==> src/pbi_ram.sv <==
// generic single-write, single-read synchronous ram with registered read
// no dependencies
module pbi_ram #(
    parameter int WIDTH = 32,
    parameter int DEPTH = 16
) (
    input  logic                                   clk,
    input  logic                                   we,
    input  logic [((DEPTH > 1) ? $clog2(DEPTH) : 1)-1:0] waddr,
    input  logic [WIDTH-1:0]                       wdata,
    input  logic                                   re,
    input  logic [((DEPTH > 1) ? $clog2(DEPTH) : 1)-1:0] raddr,
    output logic [WIDTH-1:0]                       rdata
);

    logic [WIDTH-1:0] mem [DEPTH];

    always_ff @(posedge clk)
    begin
        if (we)
        begin
            mem[waddr] <= wdata;
        end
        if (re)
        begin
            rdata <= mem[raddr];
        end
    end

endmodule

==> config.mk <==
export PLATFORM = sky130hd
export DESIGN_NAME = pbi_ram
export DESIGN_NICKNAME = d
export VERILOG_FILES = /design/src/pbi_ram.sv
export SDC_FILE = /design/constraint.sdc
export NUM_CORES = 1
export LEC_CHECK = 0
export BUFFER_PORTS_ARGS = -buffer_cell sky130_fd_sc_hd__buf_2
export CAP_MARGIN = 15
export CORE_ASPECT_RATIO = 0.7
export CORE_MARGIN = 2
export CORE_UTILIZATION = 55
export CTS_CLUSTER_DIAMETER = 100
export DETAILED_ROUTE_END_ITERATION = 6
export PLACE_DENSITY = 0.72
export SYNTH_ARGS = -nofsm -noshare
export SYNTH_HDL_FRONTEND = slang
export SYNTH_SLANG_ARGS = --single-unit
==> constraint.sdc <==
create_clock -name clk -period 5.1 [get_ports clk]
set_clock_uncertainty 0.1 [all_clocks]
set_input_delay 0 -clock clk [delete_from_list [all_inputs] [get_ports clk]]
set_output_delay 0 -clock clk [all_outputs]
set_load 0.05 [all_outputs]
== Yosys cells after proc, flatten, opt, wreduce, memory -nomap -nowiden ==
Memory sizes are Yosys's and may differ from the RTL's. A register that Yosys moved wholly into a read port is not among the register bits.
Index checks and enable logic that the tools add are counted.
Storage, ports and cells
  bits in registers: 0
  memory bits (writable): 512
  input port bits: 43
  output and inout bits: 32
  logic and storage cells: 3
  memories kept: 1
Operators by class
  multiplexer cells: 2
Memory list
  mem: depth 16, width 32, rd ports 1, clocked after Yosys merged registers in 1, wr ports 1, line 16  | logic [WIDTH-1:0] mem [DEPTH];
Operators by type and width (number)
  $mux 1: 2

== Longest topological paths before layout ==
  depth after elaboration: 2
  gate-level depth with buffers: 5
  depth with buffers taken out: 3

== Worst setup path before layout ==
Ideal clock, no wire load.
  path kind: input -> register
  start: input waddr[2] in the netlist's numbering
  end: memory mem[0][0] (enable)
  setup time: 461 ps
  arrival time: 2718 ps
  required time: 4539 ps
  slack: 1820 ps
  stages: 2
  buffers on the path: 0
  cells stage by stage: or3b_2 > nor3_1
RTL lines
  start: declaration: line 9  | input logic [((DEPTH > 1) ? $clog2(DEPTH) : 1)-1:0] waddr,
  end: declaration: line 16
Straight into the memory's write port.

== Worst setup path after layout ==
  start: input waddr[2] in the netlist's numbering
  end: memory mem[1][24] (enable)
Straight into the memory's write port.

==> results by group <==
Clock tree
  – Hold Buf Count CTS: 38
  – Worst-Skew Late Latency: 0.57 ns
  – Clock tree root driver cell: clkbuf_16
  – Clock tree from TritonCTS: built
  – CTS H-tree lvls: 2
  – Post-CTS setup buffers: 0
  – Clk pin slew, worst setup/hold paths: 0.06 ns
  – CTS Buf Count: 49
  – Total clock sinks: 544
  – Longest Clk Path Bufs: 3
  – Post-CTS Resized: 0

Min path
  – Hold Path Class: input pin to register
  – WHS Path Cells: 4
  – Endpoint, Worst Hold: rdata[0]
  – Hold_sp: raddr[2]

STA
  – Minimum clock period after layout: 2.40 ns
  – Final Slew Violations: 0
  – Final Cycle Share: 47.0%
  – Max-slew headroom: 32.8%
  – Final hold slack: 0.0384 ns
  – Setup ws final: 2.70 ns
  – Worst-margin pin slew: 1.01 ns
  – Setup tns final: 0 ns
  – RSZ-0062 raised after global routing: false
  – Achievable frequency: 417 MHz
  – Final setup fails: 0
  – Final hold vios: 0

Layout
  – Commonest cells after routing, fill and taps aside: edfxtp_1 (544), mux4_2 (128), buf_2 (72)
  – Layout cell share with drive strength beyond 1: 30.8%
  – Synth-to-layout area growth: 14.7%
  – Commonest non-fill, non-tap cell in the layout: edfxtp_1
  – Fillers: 2,376
  – Final instance area: 23,100 um^2
  – Total Nets Final: 1,029

Detailed routing
  – Wire per inst: 28.1 um
  – Vias per cell: 6.22
  – DR pass1 iterations: 5
  – Post-DRT Antenna Nets: 0
  – DR DRC count: 0
  – Iter 0 DRT Violations: 1,237
  – DRT Wirelength: 42,300 um
  – Vias: 9,357

Global routing
  – First-pass GRT wire length: 62,900 um
  – Vias in the first global route: 9,651
  – Largest net degree at the start of global routing: 81
  – Initial antenna violation count: 3
  – Grt total ovfl: 0
  – Tot GR Track Use: 23.1%

Placement
  – HPWL after DPL: 21,800 um
  – DP Area: 21,300 um^2
  – Place WS: 2.50 ns
  – Port buffer count: 74
  – RD Place Congestion: 0.727

Critical path
  – FF-to-FF setup slack: 3.53 ns
  – CP Max Fanout: 17
  – CP Class: input pin to register
  – Reg2reg path depth: 3
  – Reg-to-reg endpoint: rdata[20]
  – Critical Path Sink Type: register
  – WP data required: 5.22 ns
  – Arr. time, crit path: 2.52 ns
  – Reg-to-reg startpoint: mem[3][20]
  – Startpoint types: input pin
  – Critical Path Start: waddr[2]

Power and ir drop
  – Clock share of power: 37.9%
  – Overall Power: 8.99 mW
  – Sequential Power Share: 56.3%
  – Psw: 1.91 mW
  – Internal power: 7.09 mW
  – Sw frac: 21.2%
  – Pwr Density: 389 nW/um^2
  – Peak VDD IR: 0.000336 V
  – Leakage Power: 7.41 nW
  – Combinational power share: 5.8%

Synthesis
  – Seq/Total Area, Yosys: 81.0%
  – Syn nets: 881
  – Yosys top cell by area: edfxtp_1
  – Post-Synthesis Cells: 838
  – Synth top area cells: edfxtp_1 (81%), mux4_2 (14%), a22oi_1 (2.4%)
  – Warnings from Yosys: 0
  – Synth top area share: 81.0%
  – Mean area per synthesized cell: 24.1 um^2
  – Cell variety after synth: 17
  – Synthesized flop and latch total: 544
  – Mapped cell area: 20,200 um^2

Floorplanning
  – Die height: 164 um
  – Row count: 58
  – CORE AREA: 36,000 um^2
  – # IOs: 75
  – Initial core utilization: 56.0%
  – Die span in x: 233 um
  – Die ar.: 38,300 um^2

Outcome
  – Status: finished, final reports clean

Run
  – Max_cap viols: 0
-- logic make-up after synthesis --
| family | after synthesis | synth area share (%) |
|---|---|---|
| mux | 128 | 14.3 |
| flops | 544 | 81.0 |
| simple gates | 59 | 1.25 |
| compound gates | 64 | 2.38 |
| buf+inv | 43 | 1.10 |
-- layer usage --
layer  vias up  part of all wire [%]  GRT usage [%]
met4         0                   1.9           5.96
li1       3901                     -              -
met2       411                    48           36.7
met3        61                   7.3           3.85
met5         -                     0              0
met1      4984                    43           34.2
-- cell usage after synthesis --
cell type  number
and2_1          1
nand2b_1        2
nand3b_1        2
nand3_1         1
a22oi_1        64
nor3_1          4
nor2b_1         2
clkbuf_1       17
or3b_2          1
mux4_2        128
buf_4          11
buf_1           9
buf_2           4
nor2_1         13
nand2_1        33
buf_6           2
edfxtp_1      544
-- state kept, by name (all words and copies together) (netlist names) --
name   cells
mem      512
rdata     32
-- area by class of cell --
class	count	area [um^2]	share of cell area, %
Antenna cell	2	5.00	0.0216
Clock inverter	32	208	0.898
Multi-Input combinational cell	251	3750	16.2
Sequential cell	544	16300	70.6
Clock buffer	56	1250	5.41
Timing Repair Buffer	140	985	4.26
Tap cell	480	601	2.60
-- worst max path at each step --
stage | cells after the start | endpoint | slack (ns)
6_report | 5 | mem[1][24] | 2.70
3_3_place_gp | 5 | rdata[11] | 2.52
2_1_floorplan | 2 | mem[0][0] | 1.82
5_1_grt | 5 | mem[1][22] | 2.70
3_5_place_dp | 5 | rdata[11] | 2.50
4_1_cts | 5 | mem[1][30] | 2.76
-- power groups by stage --
| stage | clock [mW] | sequential, mW | combinational (mW) |
|---|---|---|---|
| floorplan | 0 | 5.23 | 0.240 |
| global placement | 0 | 5.16 | 0.492 |
| detailed placement | 0 | 5.16 | 0.502 |
| CTS | 3.47 | 5.06 | 0.528 |
| global route | 3.65 | 5.07 | 0.559 |
| finish | 3.41 | 5.06 | 0.523 |
-- critical path, cell delays in order --
cell           delay (ns)
dlygate4sd3_1        0.59
buf_2                0.16
or3b_2               0.58
nor2_4               0.65
buf_4                0.49
-- per-stage QoR --
stage | instances | util, %
after floorplan | 838 | -
after global placement | 1377 | 59.1
after detailed placement | 1377 | 59.1
after CTS | 1503 | 64.3
after global routing | 1504 | 64.3
final | 1505 | 64.3
Note: power is estimated with default switching activity, not from simulation.
